<file path="config.mk">
export PLATFORM = sky130hd
export DESIGN_NAME = etbv_queue
export DESIGN_NICKNAME = d
export VERILOG_FILES = /design/src/etbv_pkg.sv /design/src/etbv_queue.sv
export SDC_FILE = /design/constraint.sdc
export NUM_CORES = 1
export LEC_CHECK = 0
export ABC_CLOCK_PERIOD_IN_PS = 8700
export BUFFER_PORTS_ARGS = -buffer_cell sky130_fd_sc_hd__buf_2
export CAP_MARGIN = 20
export CORE_MARGIN = 5
export CORE_UTILIZATION = 45
export CTS_CLUSTER_SIZE = 10
export DETAILED_ROUTE_END_ITERATION = 8
export PLACE_DENSITY = 0.7
export SKIP_CTS_REPAIR_TIMING = 1
export SYNTH_ARGS = -nofsm -noshare
export SYNTH_HDL_FRONTEND = slang
export SYNTH_SLANG_ARGS = --single-unit
</file>
<file path="constraint.sdc">
create_clock -name clk -period 8.7 [get_ports clk]
set_input_delay 0 -clock clk [delete_from_list [all_inputs] [get_ports clk]]
set_output_delay 0 -clock clk [all_outputs]
set_load 0.1 [all_outputs]
</file>
<file path="src/etbv_pkg.sv">
// ----------------------------------------------------------------------------
// etbv_pkg
// types, constants and tables for the euler angle to basis vector block
// ----------------------------------------------------------------------------
package etbv_pkg;

    localparam int ANGLE_W      = 16;
    localparam int IN_W         = 17;
    localparam int OUT_W        = 16;
    localparam int VAL_W        = 32;
    localparam int FULL_TURN    = 46080;
    localparam int CORDIC_STEPS = 16;
    localparam int ATAN_ENTRIES = 24;
    localparam int ROT_STEPS    = (CORDIC_STEPS < ATAN_ENTRIES) ? CORDIC_STEPS : ATAN_ENTRIES;
    localparam int STEP_W       = $clog2(ATAN_ENTRIES);
    localparam int WRAP_W       = 18;
    localparam int WRAP_BIAS    = 2 * FULL_TURN;
    localparam int QUO_W        = 10;
    localparam int REM_W        = 6;
    localparam int FRAC_W       = 22;
    localparam int RECIP_45     = 46604;
    localparam int RECIP_SH     = 21;
    localparam int MUL_STEPS    = 15;
    localparam int MSTEP_W      = $clog2(MUL_STEPS);
    localparam int ONE_Q14      = 16384;

    localparam logic signed [VAL_W-1:0] CORDIC_GAIN = 32'sd652032874;

    localparam logic [1:0] QUAD_0 = 2'd0;
    localparam logic [1:0] QUAD_1 = 2'd1;
    localparam logic [1:0] QUAD_2 = 2'd2;
    localparam logic [1:0] QUAD_3 = 2'd3;

    typedef struct packed {
        logic [ANGLE_W-1:0] pitch;
        logic [ANGLE_W-1:0] yaw;
        logic [ANGLE_W-1:0] roll;
    } angles_t;

    typedef enum logic [1:0] {
        ANG_PITCH,
        ANG_YAW,
        ANG_ROLL
    } ang_sel_t;

    typedef enum logic [2:0] {
        B_IDLE,
        B_DIVQ,
        B_TURN,
        B_ROT,
        B_QUAD,
        B_MULA,
        B_MULB,
        B_OUT
    } back_state_t;

    typedef enum logic [3:0] {
        S_SP, S_CP, S_SY, S_CY, S_SR, S_CR, S_FX, S_FZ, S_RX, S_RY, S_RZ, S_TMP
    } src_t;

    typedef enum logic [3:0] {
        D_FX, D_FZ, D_RX, D_RY, D_RZ, D_TMP, D_UX, D_UY, D_UZ
    } dst_t;

    typedef enum logic [1:0] {
        M_SET, M_NEG, M_ADD, M_SUB
    } mop_t;

    typedef struct packed {
        src_t a;
        src_t b;
        dst_t d;
        mop_t op;
    } mul_op_t;

    function automatic mul_op_t mul_prog(input logic [MSTEP_W-1:0] s);
        mul_op_t m;
        begin
            case (s)
                4'd0:    m = '{S_SY,  S_CP,  D_FX,  M_NEG};
                4'd1:    m = '{S_CY,  S_CP,  D_FZ,  M_NEG};
                4'd2:    m = '{S_CY,  S_CR,  D_RX,  M_SET};
                4'd3:    m = '{S_SY,  S_SP,  D_TMP, M_SET};
                4'd4:    m = '{S_TMP, S_SR,  D_RX,  M_ADD};
                4'd5:    m = '{S_CP,  S_SR,  D_RY,  M_SET};
                4'd6:    m = '{S_SP,  S_SR,  D_TMP, M_SET};
                4'd7:    m = '{S_CY,  S_TMP, D_RZ,  M_SET};
                4'd8:    m = '{S_SY,  S_CR,  D_RZ,  M_SUB};
                4'd9:    m = '{S_RY,  S_FZ,  D_UX,  M_SET};
                4'd10:   m = '{S_RZ,  S_SP,  D_UX,  M_SUB};
                4'd11:   m = '{S_RZ,  S_FX,  D_UY,  M_SET};
                4'd12:   m = '{S_RX,  S_FZ,  D_UY,  M_SUB};
                4'd13:   m = '{S_RX,  S_SP,  D_UZ,  M_SET};
                4'd14:   m = '{S_RY,  S_FX,  D_UZ,  M_SUB};
                default: m = '{S_SP,  S_SP,  D_TMP, M_SET};
            endcase
            return m;
        end
    endfunction

    // atan(2^-i) as a fraction of a full turn, 2^32 per turn
    function automatic logic signed [VAL_W-1:0] atan_turn(input logic [STEP_W-1:0] i);
        logic signed [VAL_W-1:0] v;
        begin
            case (i)
                5'd0:    v = 32'sd536870912;
                5'd1:    v = 32'sd316933406;
                5'd2:    v = 32'sd167458907;
                5'd3:    v = 32'sd85004756;
                5'd4:    v = 32'sd42667331;
                5'd5:    v = 32'sd21354465;
                5'd6:    v = 32'sd10679838;
                5'd7:    v = 32'sd5340245;
                5'd8:    v = 32'sd2670163;
                5'd9:    v = 32'sd1335087;
                5'd10:   v = 32'sd667544;
                5'd11:   v = 32'sd333772;
                5'd12:   v = 32'sd166886;
                5'd13:   v = 32'sd83443;
                5'd14:   v = 32'sd41722;
                5'd15:   v = 32'sd20861;
                5'd16:   v = 32'sd10430;
                5'd17:   v = 32'sd5215;
                5'd18:   v = 32'sd2608;
                5'd19:   v = 32'sd1304;
                5'd20:   v = 32'sd652;
                5'd21:   v = 32'sd326;
                5'd22:   v = 32'sd163;
                5'd23:   v = 32'sd81;
                default: v = '0;
            endcase
            return v;
        end
    endfunction

    // floor(r * 2^22 / 45) for a remainder below 45
    function automatic logic [FRAC_W-1:0] rem_turn(input logic [REM_W-1:0] r);
        logic [FRAC_W-1:0] v;
        begin
            case (r)
                6'd0:    v = 22'd0;
                6'd1:    v = 22'd93206;
                6'd2:    v = 22'd186413;
                6'd3:    v = 22'd279620;
                6'd4:    v = 22'd372827;
                6'd5:    v = 22'd466033;
                6'd6:    v = 22'd559240;
                6'd7:    v = 22'd652447;
                6'd8:    v = 22'd745654;
                6'd9:    v = 22'd838860;
                6'd10:   v = 22'd932067;
                6'd11:   v = 22'd1025274;
                6'd12:   v = 22'd1118481;
                6'd13:   v = 22'd1211687;
                6'd14:   v = 22'd1304894;
                6'd15:   v = 22'd1398101;
                6'd16:   v = 22'd1491308;
                6'd17:   v = 22'd1584514;
                6'd18:   v = 22'd1677721;
                6'd19:   v = 22'd1770928;
                6'd20:   v = 22'd1864135;
                6'd21:   v = 22'd1957341;
                6'd22:   v = 22'd2050548;
                6'd23:   v = 22'd2143755;
                6'd24:   v = 22'd2236962;
                6'd25:   v = 22'd2330168;
                6'd26:   v = 22'd2423375;
                6'd27:   v = 22'd2516582;
                6'd28:   v = 22'd2609789;
                6'd29:   v = 22'd2702995;
                6'd30:   v = 22'd2796202;
                6'd31:   v = 22'd2889409;
                6'd32:   v = 22'd2982616;
                6'd33:   v = 22'd3075822;
                6'd34:   v = 22'd3169029;
                6'd35:   v = 22'd3262236;
                6'd36:   v = 22'd3355443;
                6'd37:   v = 22'd3448649;
                6'd38:   v = 22'd3541856;
                6'd39:   v = 22'd3635063;
                6'd40:   v = 22'd3728270;
                6'd41:   v = 22'd3821476;
                6'd42:   v = 22'd3914683;
                6'd43:   v = 22'd4007890;
                6'd44:   v = 22'd4101097;
                default: v = '0;
            endcase
            return v;
        end
    endfunction

    // biased non-negative sum reduced into one turn
    function automatic logic [ANGLE_W-1:0] wrap_turn(input logic [WRAP_W-1:0] v);
        logic [WRAP_W-1:0] w;
        begin
            w = v;
            for (int k = 0; k < 4; k++)
            begin
                if (w >= WRAP_W'(FULL_TURN))
                begin
                    w = w - WRAP_W'(FULL_TURN);
                end
            end
            return w[ANGLE_W-1:0];
        end
    endfunction

    // q2.30 to q1.14 with rounding and saturation
    function automatic logic signed [OUT_W-1:0] to_q14(input logic signed [VAL_W-1:0] v);
        logic signed [VAL_W:0]    s;
        logic signed [VAL_W-16:0] r;
        logic signed [OUT_W-1:0]  q;
        begin
            s = {v[VAL_W-1], v} + 33'sd32768;
            r = s[VAL_W:16];
            if (r > 17'sd16384)
            begin
                q = 16'sd16384;
            end
            else if (r < -17'sd16384)
            begin
                q = -16'sd16384;
            end
            else
            begin
                q = r[OUT_W-1:0];
            end
            return q;
        end
    endfunction

endpackage

</file>
<file path="src/etbv_queue.sv">
// ----------------------------------------------------------------------------
// etbv_queue
// two-entry queue of wrapped angle sets between front and back
// ----------------------------------------------------------------------------
module etbv_queue
(
    input  logic               clk,
    input  logic               rst_n,
    input  logic               push,
    input  etbv_pkg::angles_t  push_data,
    output logic               full,
    input  logic               pop,
    output logic               not_empty,
    output etbv_pkg::angles_t  pop_data
);

    etbv_pkg::angles_t mem_reg [2];
    logic              wr_ptr_reg;
    logic              rd_ptr_reg;
    logic [1:0]        count_reg;

    assign full      = (count_reg == 2'd2);
    assign not_empty = (count_reg != 2'd0);
    assign pop_data  = mem_reg[rd_ptr_reg];

    always_ff @(posedge clk)
    begin
        if (push)
        begin
            mem_reg[wr_ptr_reg] <= push_data;
        end
    end

    always_ff @(posedge clk or negedge rst_n)
    begin
        if (!rst_n)
        begin
            wr_ptr_reg <= 1'b0;
            rd_ptr_reg <= 1'b0;
            count_reg  <= 2'd0;
        end
        else
        begin
            if (push)
            begin
                wr_ptr_reg <= ~wr_ptr_reg;
            end
            if (pop)
            begin
                rd_ptr_reg <= ~rd_ptr_reg;
            end
            if (push && !pop)
            begin
                count_reg <= count_reg + 2'd1;
            end
            else if (pop && !push)
            begin
                count_reg <= count_reg - 2'd1;
            end
        end
    end

endmodule

</file>
==> results.json <==
{
  "synthSimpleGateAreaFrac": 0.00778,
  "drive_gt1_frac": 0.518,
  "hold_path_class": "in2reg",
  "worst-endpoint-arrival_ns": 2.02,
  "syn_to_final_growth_pct": 36.7,
  "synthAdderAreaFrac": 0.00338,
  "synth-xor-area-share": 0.0118,
  "routed_wl_um": 7020,
  "maxSlewHeadroom": 0.524,
  "required_ns": 8.70,
  "slowest_stage": "buf_4",
  "postPlaceCellArea_um2": 4320,
  "grt-ovfl-total": 0,
  "detailed_place_hpwl_um": 4160,
  "cpLargestDelayFamily": "buffers and inverters",
  "crit_type": "reg2out",
  "rows": 33,
  "grt_max_degree": 50,
  "hold_viol": 0,
  "final_common_cell": "buf_2",
  "wl_met1_um": 2880,
  "clock_skew_ns": 0.00966,
  "port_buffers": 101,
  "drtAntennaViolNets": 0,
  "avgViaCountPerCell": 4.67,
  "worst-slew-pin-transition_ns": 0.713,
  "cts_buffers": 9,
  "synthesis.area_um2": 3700,
  "grt_usage": 0.130,
  "ys_seq_area_frac": 0.806,
  "critPathMaxFanout": 49,
  "dieArea_um2": 10100,
  "fillCellCount": 605,
  "gp_congestion": 0.634,
  "chipWidth_um": 101,
  "startpoint_type": "register",
  "vias": 2039,
  "first_pass_iters": 4,
  "largest_reg_flops": 96,
  "path_cells": "buf_4 -> mux2_2 -> buf_2",
  "setup_tns_ns": 0,
  "start_util": 0.457,
  "fp.coreArea_um2": 8090,
  "yosys_warnings": 0,
  "die_h_um": 101,
  "syn_inst": 165,
  "grt_pass1_wl_um": 9850,
  "cap_viol_max_count": 0,
  "cts_tree": "built",
  "crit_path_end_kind": "primary output",
  "drc": 0,
  "rsz0062_at_grt": "no",
  "met2_length_um": 3530,
  "clk_path_buf_depth": 2,
  "synth_nets": 218,
  "finalMaxSlewViolations": 0,
  "routed-wl-met3_um": 500,
  "cts-htree-levels": 3,
  "layout.nets": 380,
  "drtIter0Drc": 56,
  "clock.fmax_mhz": 494,
  "insertedDiodeCount": 0,
  "root_buffer": "clkbuf_8",
  "synth_compound_area_frac": 0,
  "ys_types": 15,
  "antenna_found_initial": 0,
  "grt_pass1_vias": 2036,
  "final_cell_mix": "101 x buf_2, 96 x edfxtp_1, 52 x dlygate4sd3_1",
  "cts_sinks": 100,
  "max_stage_delay_ns": 0.57,
  "routed.top_layer": "met4",
  "ys_seq_elements": 100,
  "critical_path_buf_inv_count": 2,
  "min_period_ns": 2.02,
  "io_pins": 102,
  "finalSetupViolations": 0,
  "synth_top_family_by_area": "multiplexers",
  "avgSynthCellArea_um2": 22.4,
  "synth_mux_area_frac": 0.156,
  "insertion_delay_ns": 0.35,
  "wire_per_inst_um": 16.1,
  "final_area_um2": 5050,
  "fin_crit_sh": 0.233,
  "status": "completed",
  "clk_pin_slew_ns": 0.10
}
[Yosys cell counts, drive strengths merged]
master	n	area (um^2)
and2	1	6.26
inv	1	3.75
xor2	4	35.0
or2	1	6.26
ha	1	12.5
xnor2	1	8.76
dfrtp	4	100
nor2	1	3.75
mux2	48	578
buf	5	48.8
edfxtp	96	2880
nor2b	2	12.5
[layout make-up]
| cell class | instances | area [um^2] | share of cell area |
|---|---|---|---|
| inverters | 1 | 3.75 | 0.000743 |
| multi-input cells | 59 | 672 | 0.133 |
| flip-flops and latches | 100 | 2980 | 0.590 |
| well taps | 105 | 131 | 0.0260 |
| clock inverters | 7 | 91.3 | 0.0181 |
| repair buffers | 156 | 1050 | 0.207 |
| clock buffers | 9 | 124 | 0.0245 |
[final timing paths]
kind	start	end	slack, ns	cells after the start
max	rd_ptr_reg	pop_data[0]	6.68	3
min	push_data[35]	mem_reg[1][35]	0.36	2
max reg2reg	wr_ptr_reg	mem_reg[0][25]	6.99	2
min reg2reg	count_reg[1]	count_reg[1]	0.50	1
max in group asynchronous	rst_n	rd_ptr_reg	7.96	3
min in group asynchronous	rst_n	count_reg[0]	0.56	3
[through the flow]
step | cells | hold WS, ns | setup slack (ns) | util
floorplan | 165 | -0.296 | 5.70 | -
global placement | 369 | -0.189 | 6.99 | 0.534
detailed placement | 369 | -0.190 | 6.97 | 0.534
CTS | 385 | -0.589 | 6.65 | 0.560
global route | 437 | 0.356 | 6.57 | 0.625
finish | 437 | 0.361 | 6.68 | 0.625
[kinds of logic (layout without fill, tap and decap cells)]
group,count (synthesis),in the layout
flip-flops,100,100
multiplexers,48,48
buffers and inverters,6,173
XOR/XNOR,5,5
AND/OR/NAND/NOR,5,5
adder cells (fa/ha/maj),1,1
[per-layer routing]
layer,global-route usage,vias up
met3,0.0478,8
met5,0,-
li1,-,966
met4,0.0622,0
met1,0.149,993
met2,0.217,72
Power is left out: the tool's default activity adds up to more than one toggle a clock period on the data nets, which glitch-free logic cannot reach.
