==> config.mk <==
export PLATFORM = sky130hd
export DESIGN_NAME = etbv_front_flat
export DESIGN_NICKNAME = d
export VERILOG_FILES = /design/src/etbv_pkg.sv /design/src/etbv_if.sv /design/src/etbv_front.sv /design/src/flat_wrapper.sv
export SDC_FILE = /design/constraint.sdc
export NUM_CORES = 1
export LEC_CHECK = 0
export BUFFER_PORTS_ARGS = -buffer_cell sky130_fd_sc_hd__buf_2
export CORE_MARGIN = 1.5
export CORE_UTILIZATION = 25
export CTS_CLUSTER_SIZE = 20
export DETAILED_ROUTE_END_ITERATION = 16
export RECOVER_POWER = 100
export SLEW_MARGIN = 20
export SYNTH_ARGS = -nofsm -noshare
export SYNTH_HDL_FRONTEND = slang
export SYNTH_SLANG_ARGS = --single-unit
==> constraint.sdc <==
create_clock -name clk -period 10.3 [get_ports clk]
set_input_delay 1.545 -clock clk [delete_from_list [all_inputs] [get_ports clk]]
set_output_delay 1.545 -clock clk [all_outputs]
set_load 0.03 [all_outputs]
==> src/etbv_pkg.sv <==
// ----------------------------------------------------------------------------
// etbv_pkg
// types, constants and tables for the euler angle to basis vector block
// ----------------------------------------------------------------------------
package etbv_pkg;

    localparam int ANGLE_W      = 16;
    localparam int IN_W         = 17;
    localparam int OUT_W        = 16;
    localparam int VAL_W        = 32;
    localparam int FULL_TURN    = 46080;
    localparam int CORDIC_STEPS = 16;
    localparam int ATAN_ENTRIES = 24;
    localparam int ROT_STEPS    = (CORDIC_STEPS < ATAN_ENTRIES) ? CORDIC_STEPS : ATAN_ENTRIES;
    localparam int STEP_W       = $clog2(ATAN_ENTRIES);
    localparam int WRAP_W       = 18;
    localparam int WRAP_BIAS    = 2 * FULL_TURN;
    localparam int QUO_W        = 10;
    localparam int REM_W        = 6;
    localparam int FRAC_W       = 22;
    localparam int RECIP_45     = 46604;
    localparam int RECIP_SH     = 21;
    localparam int MUL_STEPS    = 15;
    localparam int MSTEP_W      = $clog2(MUL_STEPS);
    localparam int ONE_Q14      = 16384;

    localparam logic signed [VAL_W-1:0] CORDIC_GAIN = 32'sd652032874;

    localparam logic [1:0] QUAD_0 = 2'd0;
    localparam logic [1:0] QUAD_1 = 2'd1;
    localparam logic [1:0] QUAD_2 = 2'd2;
    localparam logic [1:0] QUAD_3 = 2'd3;

    typedef struct packed {
        logic [ANGLE_W-1:0] pitch;
        logic [ANGLE_W-1:0] yaw;
        logic [ANGLE_W-1:0] roll;
    } angles_t;

    typedef enum logic [1:0] {
        ANG_PITCH,
        ANG_YAW,
        ANG_ROLL
    } ang_sel_t;

    typedef enum logic [2:0] {
        B_IDLE,
        B_DIVQ,
        B_TURN,
        B_ROT,
        B_QUAD,
        B_MULA,
        B_MULB,
        B_OUT
    } back_state_t;

    typedef enum logic [3:0] {
        S_SP, S_CP, S_SY, S_CY, S_SR, S_CR, S_FX, S_FZ, S_RX, S_RY, S_RZ, S_TMP
    } src_t;

    typedef enum logic [3:0] {
        D_FX, D_FZ, D_RX, D_RY, D_RZ, D_TMP, D_UX, D_UY, D_UZ
    } dst_t;

    typedef enum logic [1:0] {
        M_SET, M_NEG, M_ADD, M_SUB
    } mop_t;

    typedef struct packed {
        src_t a;
        src_t b;
        dst_t d;
        mop_t op;
    } mul_op_t;

    function automatic mul_op_t mul_prog(input logic [MSTEP_W-1:0] s);
        mul_op_t m;
        begin
            case (s)
                4'd0:    m = '{S_SY,  S_CP,  D_FX,  M_NEG};
                4'd1:    m = '{S_CY,  S_CP,  D_FZ,  M_NEG};
                4'd2:    m = '{S_CY,  S_CR,  D_RX,  M_SET};
                4'd3:    m = '{S_SY,  S_SP,  D_TMP, M_SET};
                4'd4:    m = '{S_TMP, S_SR,  D_RX,  M_ADD};
                4'd5:    m = '{S_CP,  S_SR,  D_RY,  M_SET};
                4'd6:    m = '{S_SP,  S_SR,  D_TMP, M_SET};
                4'd7:    m = '{S_CY,  S_TMP, D_RZ,  M_SET};
                4'd8:    m = '{S_SY,  S_CR,  D_RZ,  M_SUB};
                4'd9:    m = '{S_RY,  S_FZ,  D_UX,  M_SET};
                4'd10:   m = '{S_RZ,  S_SP,  D_UX,  M_SUB};
                4'd11:   m = '{S_RZ,  S_FX,  D_UY,  M_SET};
                4'd12:   m = '{S_RX,  S_FZ,  D_UY,  M_SUB};
                4'd13:   m = '{S_RX,  S_SP,  D_UZ,  M_SET};
                4'd14:   m = '{S_RY,  S_FX,  D_UZ,  M_SUB};
                default: m = '{S_SP,  S_SP,  D_TMP, M_SET};
            endcase
            return m;
        end
    endfunction

    // atan(2^-i) as a fraction of a full turn, 2^32 per turn
    function automatic logic signed [VAL_W-1:0] atan_turn(input logic [STEP_W-1:0] i);
        logic signed [VAL_W-1:0] v;
        begin
            case (i)
                5'd0:    v = 32'sd536870912;
                5'd1:    v = 32'sd316933406;
                5'd2:    v = 32'sd167458907;
                5'd3:    v = 32'sd85004756;
                5'd4:    v = 32'sd42667331;
                5'd5:    v = 32'sd21354465;
                5'd6:    v = 32'sd10679838;
                5'd7:    v = 32'sd5340245;
                5'd8:    v = 32'sd2670163;
                5'd9:    v = 32'sd1335087;
                5'd10:   v = 32'sd667544;
                5'd11:   v = 32'sd333772;
                5'd12:   v = 32'sd166886;
                5'd13:   v = 32'sd83443;
                5'd14:   v = 32'sd41722;
                5'd15:   v = 32'sd20861;
                5'd16:   v = 32'sd10430;
                5'd17:   v = 32'sd5215;
                5'd18:   v = 32'sd2608;
                5'd19:   v = 32'sd1304;
                5'd20:   v = 32'sd652;
                5'd21:   v = 32'sd326;
                5'd22:   v = 32'sd163;
                5'd23:   v = 32'sd81;
                default: v = '0;
            endcase
            return v;
        end
    endfunction

    // floor(r * 2^22 / 45) for a remainder below 45
    function automatic logic [FRAC_W-1:0] rem_turn(input logic [REM_W-1:0] r);
        logic [FRAC_W-1:0] v;
        begin
            case (r)
                6'd0:    v = 22'd0;
                6'd1:    v = 22'd93206;
                6'd2:    v = 22'd186413;
                6'd3:    v = 22'd279620;
                6'd4:    v = 22'd372827;
                6'd5:    v = 22'd466033;
                6'd6:    v = 22'd559240;
                6'd7:    v = 22'd652447;
                6'd8:    v = 22'd745654;
                6'd9:    v = 22'd838860;
                6'd10:   v = 22'd932067;
                6'd11:   v = 22'd1025274;
                6'd12:   v = 22'd1118481;
                6'd13:   v = 22'd1211687;
                6'd14:   v = 22'd1304894;
                6'd15:   v = 22'd1398101;
                6'd16:   v = 22'd1491308;
                6'd17:   v = 22'd1584514;
                6'd18:   v = 22'd1677721;
                6'd19:   v = 22'd1770928;
                6'd20:   v = 22'd1864135;
                6'd21:   v = 22'd1957341;
                6'd22:   v = 22'd2050548;
                6'd23:   v = 22'd2143755;
                6'd24:   v = 22'd2236962;
                6'd25:   v = 22'd2330168;
                6'd26:   v = 22'd2423375;
                6'd27:   v = 22'd2516582;
                6'd28:   v = 22'd2609789;
                6'd29:   v = 22'd2702995;
                6'd30:   v = 22'd2796202;
                6'd31:   v = 22'd2889409;
                6'd32:   v = 22'd2982616;
                6'd33:   v = 22'd3075822;
                6'd34:   v = 22'd3169029;
                6'd35:   v = 22'd3262236;
                6'd36:   v = 22'd3355443;
                6'd37:   v = 22'd3448649;
                6'd38:   v = 22'd3541856;
                6'd39:   v = 22'd3635063;
                6'd40:   v = 22'd3728270;
                6'd41:   v = 22'd3821476;
                6'd42:   v = 22'd3914683;
                6'd43:   v = 22'd4007890;
                6'd44:   v = 22'd4101097;
                default: v = '0;
            endcase
            return v;
        end
    endfunction

    // biased non-negative sum reduced into one turn
    function automatic logic [ANGLE_W-1:0] wrap_turn(input logic [WRAP_W-1:0] v);
        logic [WRAP_W-1:0] w;
        begin
            w = v;
            for (int k = 0; k < 4; k++)
            begin
                if (w >= WRAP_W'(FULL_TURN))
                begin
                    w = w - WRAP_W'(FULL_TURN);
                end
            end
            return w[ANGLE_W-1:0];
        end
    endfunction

    // q2.30 to q1.14 with rounding and saturation
    function automatic logic signed [OUT_W-1:0] to_q14(input logic signed [VAL_W-1:0] v);
        logic signed [VAL_W:0]    s;
        logic signed [VAL_W-16:0] r;
        logic signed [OUT_W-1:0]  q;
        begin
            s = {v[VAL_W-1], v} + 33'sd32768;
            r = s[VAL_W:16];
            if (r > 17'sd16384)
            begin
                q = 16'sd16384;
            end
            else if (r < -17'sd16384)
            begin
                q = -16'sd16384;
            end
            else
            begin
                q = r[OUT_W-1:0];
            end
            return q;
        end
    endfunction

endpackage

==> src/etbv_if.sv <==
// ----------------------------------------------------------------------------
// etbv channel interfaces
// command and result channels with valid/ready handshake
// ----------------------------------------------------------------------------
interface etbv_cmd_if;
    logic                                valid;
    logic                                ready;
    logic                                kind;
    logic signed [etbv_pkg::IN_W-1:0]    angle_x;
    logic signed [etbv_pkg::IN_W-1:0]    angle_y;
    logic signed [etbv_pkg::IN_W-1:0]    angle_z;

    modport source (output valid, kind, angle_x, angle_y, angle_z, input ready);
    modport sink (input valid, kind, angle_x, angle_y, angle_z, output ready);
endinterface


==> src/etbv_front.sv <==
// ----------------------------------------------------------------------------
// etbv_front
// accepts commands, replaces or adds the angles and wraps them into one turn
// ----------------------------------------------------------------------------
module etbv_front
(
    input  logic               clk,
    input  logic               rst_n,
    etbv_cmd_if.sink           cmd,
    input  logic               q_full,
    output logic               q_push,
    output etbv_pkg::angles_t  q_data
);

    etbv_pkg::angles_t stored_reg;
    etbv_pkg::angles_t base;

    function automatic logic [etbv_pkg::ANGLE_W-1:0] next_angle(
        input logic [etbv_pkg::ANGLE_W-1:0]    b,
        input logic signed [etbv_pkg::IN_W-1:0] d
    );
        logic signed [etbv_pkg::WRAP_W:0] s;
        begin
            s = $signed({3'b000, b}) + {{2{d[etbv_pkg::IN_W-1]}}, d}
                + (etbv_pkg::WRAP_W + 1)'(etbv_pkg::WRAP_BIAS);
            return etbv_pkg::wrap_turn(s[etbv_pkg::WRAP_W-1:0]);
        end
    endfunction

    assign cmd.ready = !q_full;
    assign q_push    = cmd.valid && !q_full;
    assign base      = cmd.kind ? stored_reg : '0;

    always_comb
    begin
        q_data.pitch = next_angle(base.pitch, cmd.angle_x);
        q_data.yaw   = next_angle(base.yaw, cmd.angle_y);
        q_data.roll  = next_angle(base.roll, cmd.angle_z);
    end

    always_ff @(posedge clk or negedge rst_n)
    begin
        if (!rst_n)
        begin
            stored_reg <= '0;
        end
        else if (q_push)
        begin
            stored_reg <= q_data;
        end
    end

endmodule

==> src/flat_wrapper.sv <==
// flat-port wrapper written by rule: the top's interface ports become plain ports
module etbv_front_flat 
  (clk, rst_n, q_full, q_push, q_data, cmd_valid, cmd_kind, cmd_angle_x, cmd_angle_y, cmd_angle_z, cmd_ready);
  etbv_cmd_if cmd_i ();
  input  logic clk;
  input  logic rst_n;
  input  logic q_full;
  output logic q_push;
  output etbv_pkg::angles_t q_data;
  input wire logic [$bits(cmd_i.valid)-1:0] cmd_valid;
  input wire logic [$bits(cmd_i.kind)-1:0] cmd_kind;
  input wire logic [$bits(cmd_i.angle_x)-1:0] cmd_angle_x;
  input wire logic [$bits(cmd_i.angle_y)-1:0] cmd_angle_y;
  input wire logic [$bits(cmd_i.angle_z)-1:0] cmd_angle_z;
  output wire logic [$bits(cmd_i.ready)-1:0] cmd_ready;
  assign cmd_i.valid = cmd_valid;
  assign cmd_i.kind = cmd_kind;
  assign cmd_i.angle_x = cmd_angle_x;
  assign cmd_i.angle_y = cmd_angle_y;
  assign cmd_i.angle_z = cmd_angle_z;
  assign cmd_ready = cmd_i.ready;
  etbv_front u_core (.clk(clk), .rst_n(rst_n), .cmd(cmd_i), .q_full(q_full), .q_push(q_push), .q_data(q_data));
endmodule
==> metrics.csv, run 1 <==
stage,metric,value,unit
placement,port_buffers,105,
status,outcome,"complete, but fails checks",
global_route,globalRouteTotalUtil,0.153,
worst_setup_path,max_stage_delay,0.50,ns
cells_and_area,final_nets,1420,
global_route,antenna_found_initial,2,
worst_setup_path,start_kind,input port,
global_route,met3_usage,0.0245,
cells_and_area,final_cell_count_no_fill,1716,
sta,fin_skew,0.00916,ns
route,totalWireLength,28300,µm
sta,fin_crit,9.88,ns
sta,setup_viol,0,
global_route,grt_pass1_wl,45200,µm
cells_and_area,area_delta_synth_final,14.0,%
global_route,grt_util_met2,0.272,
route,firstDrtPassIters,5,
route,antenna_left,0,
sta,final_max_slew_viol_count,95,
worst_setup_path,worst_ep_required_time,8.76,ns
floorplan,rows,68,
global_route,grt_pass1_vias,8734,
global_route,globalRouteOverflowTotal,0,
synthesis,async_flop_share,1.00,
sta,worstMarginPinSlew,2.79,ns
route,drcViolationCount,0,
run,max_cap_violations,2,
synthesis,postSynthCellCount,1162,
min_path,hp-class,flop to flop,
synthesis,synth_area_per_cell,7.59,µm²
clocking,cts.sink_count,48,
floorplan,floorplan.initialDensity,0.255,
placement,placed_cells,1704,
clocking,clkLatencyLatePin,0.30,ns
sta,fmax,101,MHz
synthesis,syn_area,0.00882,mm²
worst_setup_path,end_kind,output port,
clocking,clockBufferDepth,2,
worst_setup_path,path_class,input port to output port,
clocking,cts_buffers,5,
route,wire_per_inst,16.5,µm
worst_setup_path,cp.arrival,8.34,ns
global_route,grt_max_degree,49,
sta,finalCritPeriodShare,0.960,
route,drt-initial-drc-count,522,
synthesis,seq_area_frac_synth,0.136,
clocking,tritoncts,built,
route,vias,9129,
sta,slew_headroom,-0.863,
cells_and_area,final_common_cell,nand2_1,
clocking,clk_pin_slew_worst_paths,0.07,ns
placement,dp_hpwl,22800,µm
cells_and_area,final_cell_mix,"nand2_1, ha_1, nor2_1",
synthesis,yosys_warnings,0,
cells_and_area,largest_register_ffs,48,
clocking,cts_root_buf,clkbuf_16,
global_route,busiest_layer,met2,
synthesis,syn_nets,1323,
sta,hold_violations,0,
route,drt-vias-per-instance,5.32,
synthesis,yosysUniqueCellTypes,108,
worst_setup_path,crit_buf_inv,5,
clocking,htreeDepth,2,
floorplan,coreArea,0.0346,mm²
synthesis,synthFlopType,dfrtp_1,
placement,gp_congestion,0.913,
worst_setup_path,crit_family,compound AO/OA/AOI/OAI gates,
cells_and_area,drive_gt1_frac,0.140,
global_route,use_met1,0.192,
synthesis,synth-seq-cells,48,
floorplan,die_w,191,µm
floorplan,io_pins,106,
status,violations,"max-capacitance violations, max-slew violations",
worst_setup_path,crit_slowest_cell,a2111oi_2,
floorplan,die_area,0.0364,mm²
synthesis,synth-edff-count,0,
floorplan,dieHeight,191,µm
worst_setup_path,critPathMaxFanout,24,
## stage by stage
stage | setup WS, ns | cell area [µm²] | setup TNS (ns) | hold slack (ns) | util
finish | 0.415 | 10100 | 0 | 0.468 | 0.291
global route | -0.00489 | 10100 | -0.00489 | 0.492 | 0.290
CTS | 0.164 | 10100 | 0 | 0.473 | 0.291
detailed placement | 0.216 | 9910 | 0 | 0.455 | 0.286
global placement | 0.163 | 9900 | 0 | 0.450 | 0.286
floorplan | 1.35 | 8820 | 0 | 0.438 | -
## worst reg2reg max path, delay by kind of cell, from the launching register on
kind | cells | cell delay, ns
buffers and inverters | 2 | 0.17
and+or+nand+nor | 6 | 1.04
AOI/OAI and AO/OA | 9 | 2.50
adders and majority gates | 4 | 1.12
xor gates and xnor gates | 2 | 0.56
muxes | 3 | 1.02
DFF | 1 | 0.37
## logic make-up after synthesis
family	synth area share
AO/OA/AOI/OAI	0.330
buffers and inverters	0.0438
flip-flops	0.136
AND/OR/NAND/NOR	0.240
adder cells (fa/ha/maj)	0.153
XOR/XNOR	0.0727
multiplexers	0.0248
## metal layers
layer  up-vias  part of all wire
li1       4522                 -
met2       263              0.48
met1      4310              0.44
met3        32             0.061
met5         -           0.00039
met4         2             0.018
## what timing repair did
| item | in CTS | in global routing |
|---|---|---|
| buffers inserted | 0 | 3 |
| setup endpoints to repair | 0 | 12 |
| hold buffers | 0 | 0 |
| resized for setup | 0 | 2 |
## cell usage after synthesis (8+ instances only)
master / instances / area (µm²)
a211o_1: 10 / 87.6
a211oi_1: 15 / 113
a21o_1: 33 / 248
a21oi_1: 68 / 340
a22oi_1: 8 / 60.1
a31oi_1: 21 / 131
and2_1: 53 / 332
and3_1: 11 / 68.8
buf_2: 9 / 45.0
clkbuf_1: 19 / 71.3
dfrtp_1: 48 / 1200
ha_1: 102 / 1280
inv_1: 60 / 225
mux2_2: 10 / 113
nand2_1: 168 / 631
nand2b_1: 8 / 50.1
nand3_1: 26 / 130
nand4_1: 11 / 68.8
nor2_1: 73 / 274
nor3_1: 26 / 130
nor4_1: 12 / 75.1
o211ai_1: 19 / 143
o21a_1: 19 / 143
o21ai_0: 57 / 285
o21ai_1: 14 / 70.1
o22ai_1: 8 / 50.1
o31ai_1: 8 / 60.1
or3_1: 9 / 56.3
xnor2_1: 38 / 333
xor2_1: 21 / 184
## final timing paths
path,to,cells past startpoint,startpoint,slack (ns)
setup / recovery,q_data[45],27,cmd_kind,0.42
max in group asynchronous,u_core.stored_reg[27]$_DFFE_PN0P_,2,rst_n,6.48
min in group asynchronous,u_core.stored_reg[36]$_DFFE_PN0P_,2,rst_n,2.23
setup reg to reg,u_core.stored_reg[27]$_DFFE_PN0P_,26,u_core.stored_reg[17]$_DFFE_PN0P_,3.42
hold reg to reg,u_core.stored_reg[18]$_DFFE_PN0P_,2,u_core.stored_reg[18]$_DFFE_PN0P_,0.47
hold / removal,u_core.stored_reg[18]$_DFFE_PN0P_,2,u_core.stored_reg[18]$_DFFE_PN0P_,0.47
## layout make-up
type                       instances  area (µm²)
clock buffer                       7         153
clock inverter                     1        30.0
inverter                          62         233
tap                              455         569
fill                            3739       24600
multi-input combinational       1016        7240
antenna                            1        2.50
sequential                        48        1200
timing repair buffer             126         637
Power of run 1 is not shown: default switching activity piles up to over one toggle a cycle in this logic, so the estimate is an artifact.
==> run 2, diff against run 1 <==
--- a/config.mk
+++ b/config.mk
@@ -10,6 +10,7 @@
 export CORE_UTILIZATION = 25
 export CTS_CLUSTER_SIZE = 20
 export DETAILED_ROUTE_END_ITERATION = 16
+export PLACE_DENSITY = 0.44
 export RECOVER_POWER = 100
 export SLEW_MARGIN = 20
 export SYNTH_ARGS = -nofsm -noshare
==> run 2 against run 1 <==
Effect of this change:
- the run still ends with max-capacitance violations, max-slew violations left
- global-route usage rose by 0.23 points
- critical path type unchanged
- maximum frequency rose by 1.0%
- clock skew fell by 0.0020 ns
- register-to-register slack better by 0.06 ns
- critical path depth stayed put
==> metrics.csv, run 2 (synthesis results as in run 1) <==
stage,metric,value,unit
status,outcome,"complete, but fails checks",
status,violations,"max-capacitance violations, max-slew violations",
worst_setup_path,r2r-start,u_core.stored_reg[1]$_DFFE_PN0P_,
global_route,globalRouteOverflowTotal,0,
sta,fin_crit,9.79,ns
clocking,htreeDepth,2,
worst_setup_path,max_stage_delay,0.51,ns
sta,fin_skew,0.00719,ns
cells_and_area,final_nets,1417,
route,vias,9085,
worst_setup_path,path_class,input port to output port,
cells_and_area,design_area,0.0100,mm²
sta,final_max_slew_viol_count,143,
worst_setup_path,cpMostUsedCell,ha_1,
floorplan,die_area,0.0364,mm²
clocking,clk_pin_slew_worst_paths,0.06,ns
placement,place_area,0.00990,mm²
sta,setup_viol,0,
cells_and_area,area_delta_synth_final,13.7,%
cells_and_area,n_antenna_cell,0,
run,max_cap_violations,3,
route,drcViolationCount,0,
floorplan,coreArea,0.0346,mm²
placement,dp_hpwl,22800,µm
placement,placed_cells,1704,
route,antenna_left,0,
worst_setup_path,cp.arrival,8.24,ns
floorplan,io_pins,106,
sta,finalCritPeriodShare,0.950,
worst_setup_path,cp-startpoint,cmd_kind,
cells_and_area,drive_gt1_frac,0.137,
floorplan,dieHeight,191,µm
cells_and_area,multi_input_area,0.00727,mm²
clocking,cts.sink_count,48,
min_path,hp-class,flop to flop,
route,drt-vias-per-instance,5.31,
sta,rsz0062_at_grt,no,
worst_setup_path,start_kind,input port,
route,drt-initial-drc-count,557,
min_path,hp-start,u_core.stored_reg[0]$_DFFE_PN0P_,
floorplan,rows,68,
floorplan,floorplan.initialDensity,0.255,
cells_and_area,largest_register_ffs,48,
worst_setup_path,critPathMaxFanout,27,
clocking,cts_root_buf,clkbuf_16,
worst_setup_path,end_kind,output port,
sta,fmax,102,MHz
global_route,antenna_found_initial,0,
global_route,globalRouteTotalUtil,0.156,
sta,worstMarginPinSlew,2.87,ns
cells_and_area,final_cell_count_no_fill,1711,
cells_and_area,fill_cells,3792,
worst_setup_path,crit_slowest_cell,a2111oi_2,
sta,fin_tns_setup,0,ns
clocking,clockBufferDepth,2,
clocking,tritoncts,built,
cells_and_area,final_common_cell,nand2_1,
global_route,grt_max_degree,49,
cells_and_area,seqCellArea,0.00120,mm²
route,totalWireLength,28300,µm
route,wire_per_inst,16.6,µm
sta,hold_violations,0,
worst_setup_path,worst_ep_required_time,8.76,ns
clocking,cts_buffers,5,
global_route,grt_pass1_wl,45800,µm
route,firstDrtPassIters,5,
cells_and_area,final_cell_mix,"nand2_1, ha_1, nor2_1",
placement,gp_congestion,0.889,
global_route,grt_pass1_vias,8738,
clocking,clkLatencyLatePin,0.30,ns
placement,port_buffers,105,
floorplan,die_w,191,µm
sta,slew_headroom,-0.915,
[run 2: per-stage QoR]
stage / hold WS [ns] / setup WS (ns) / util
final: 0.470 / 0.514 / 0.290
after global routing: 0.493 / 0.0320 / 0.290
after CTS: 0.471 / 0.335 / 0.290
after detailed placement: 0.454 / 0.372 / 0.286
after global placement: 0.451 / 0.375 / 0.286
after floorplan: 0.438 / 1.35 / -
[run 2: critical path: cells and delay by family]
kind | cells | cell delay, ns
compound gates | 11 | 2.56
buf+inv | 4 | 0.67
xor+xnor | 1 | 0.24
simple gates | 7 | 2.06
fa+ha+maj | 4 | 1.15
[run 2: worst paths after layout]
| check | to | slack (ns) | cells past startpoint |
|---|---|---|---|
| setup reg to reg | u_core.stored_reg[11]$_DFFE_PN0P_ | 3.48 | 27 |
| min in group asynchronous | u_core.stored_reg[36]$_DFFE_PN0P_ | 2.26 | 2 |
| max in group asynchronous | u_core.stored_reg[8]$_DFFE_PN0P_ | 6.41 | 2 |
| hold reg to reg | u_core.stored_reg[0]$_DFFE_PN0P_ | 0.47 | 2 |
| setup / recovery | q_data[45] | 0.51 | 27 |
| hold / removal | u_core.stored_reg[0]$_DFFE_PN0P_ | 0.47 | 2 |
[run 2: routing by layer]
layer / global-route usage / vias to the layer above / wire (µm)
met5: 0 / - / 0
met4: 0.0357 / 0 / 497
met3: 0.0131 / 22 / 972
met2: 0.274 / 210 / 13500
met1: 0.205 / 4362 / 13300
li1: - / 4491 / -
[run 2: layout make-up]
class | instances | share of cell area
multi-input cells | 1016 | 0.725
clock buffers | 6 | 0.0138
repair buffers | 123 | 0.0609
inverters | 62 | 0.0232
flip-flops and latches | 48 | 0.120
clock inverters | 1 | 0.000873
well taps | 455 | 0.0568
[run 2: what timing repair did]
| action | 4_1_cts | 5_1_grt |
|---|---|---|
| setup endpoints to repair | 0 | 10 |
| buffers inserted | 0 | 0 |
| hold buffers | 0 | 0 |
| resized for setup | 0 | 7 |
Power of run 2 is left out for the same reason.
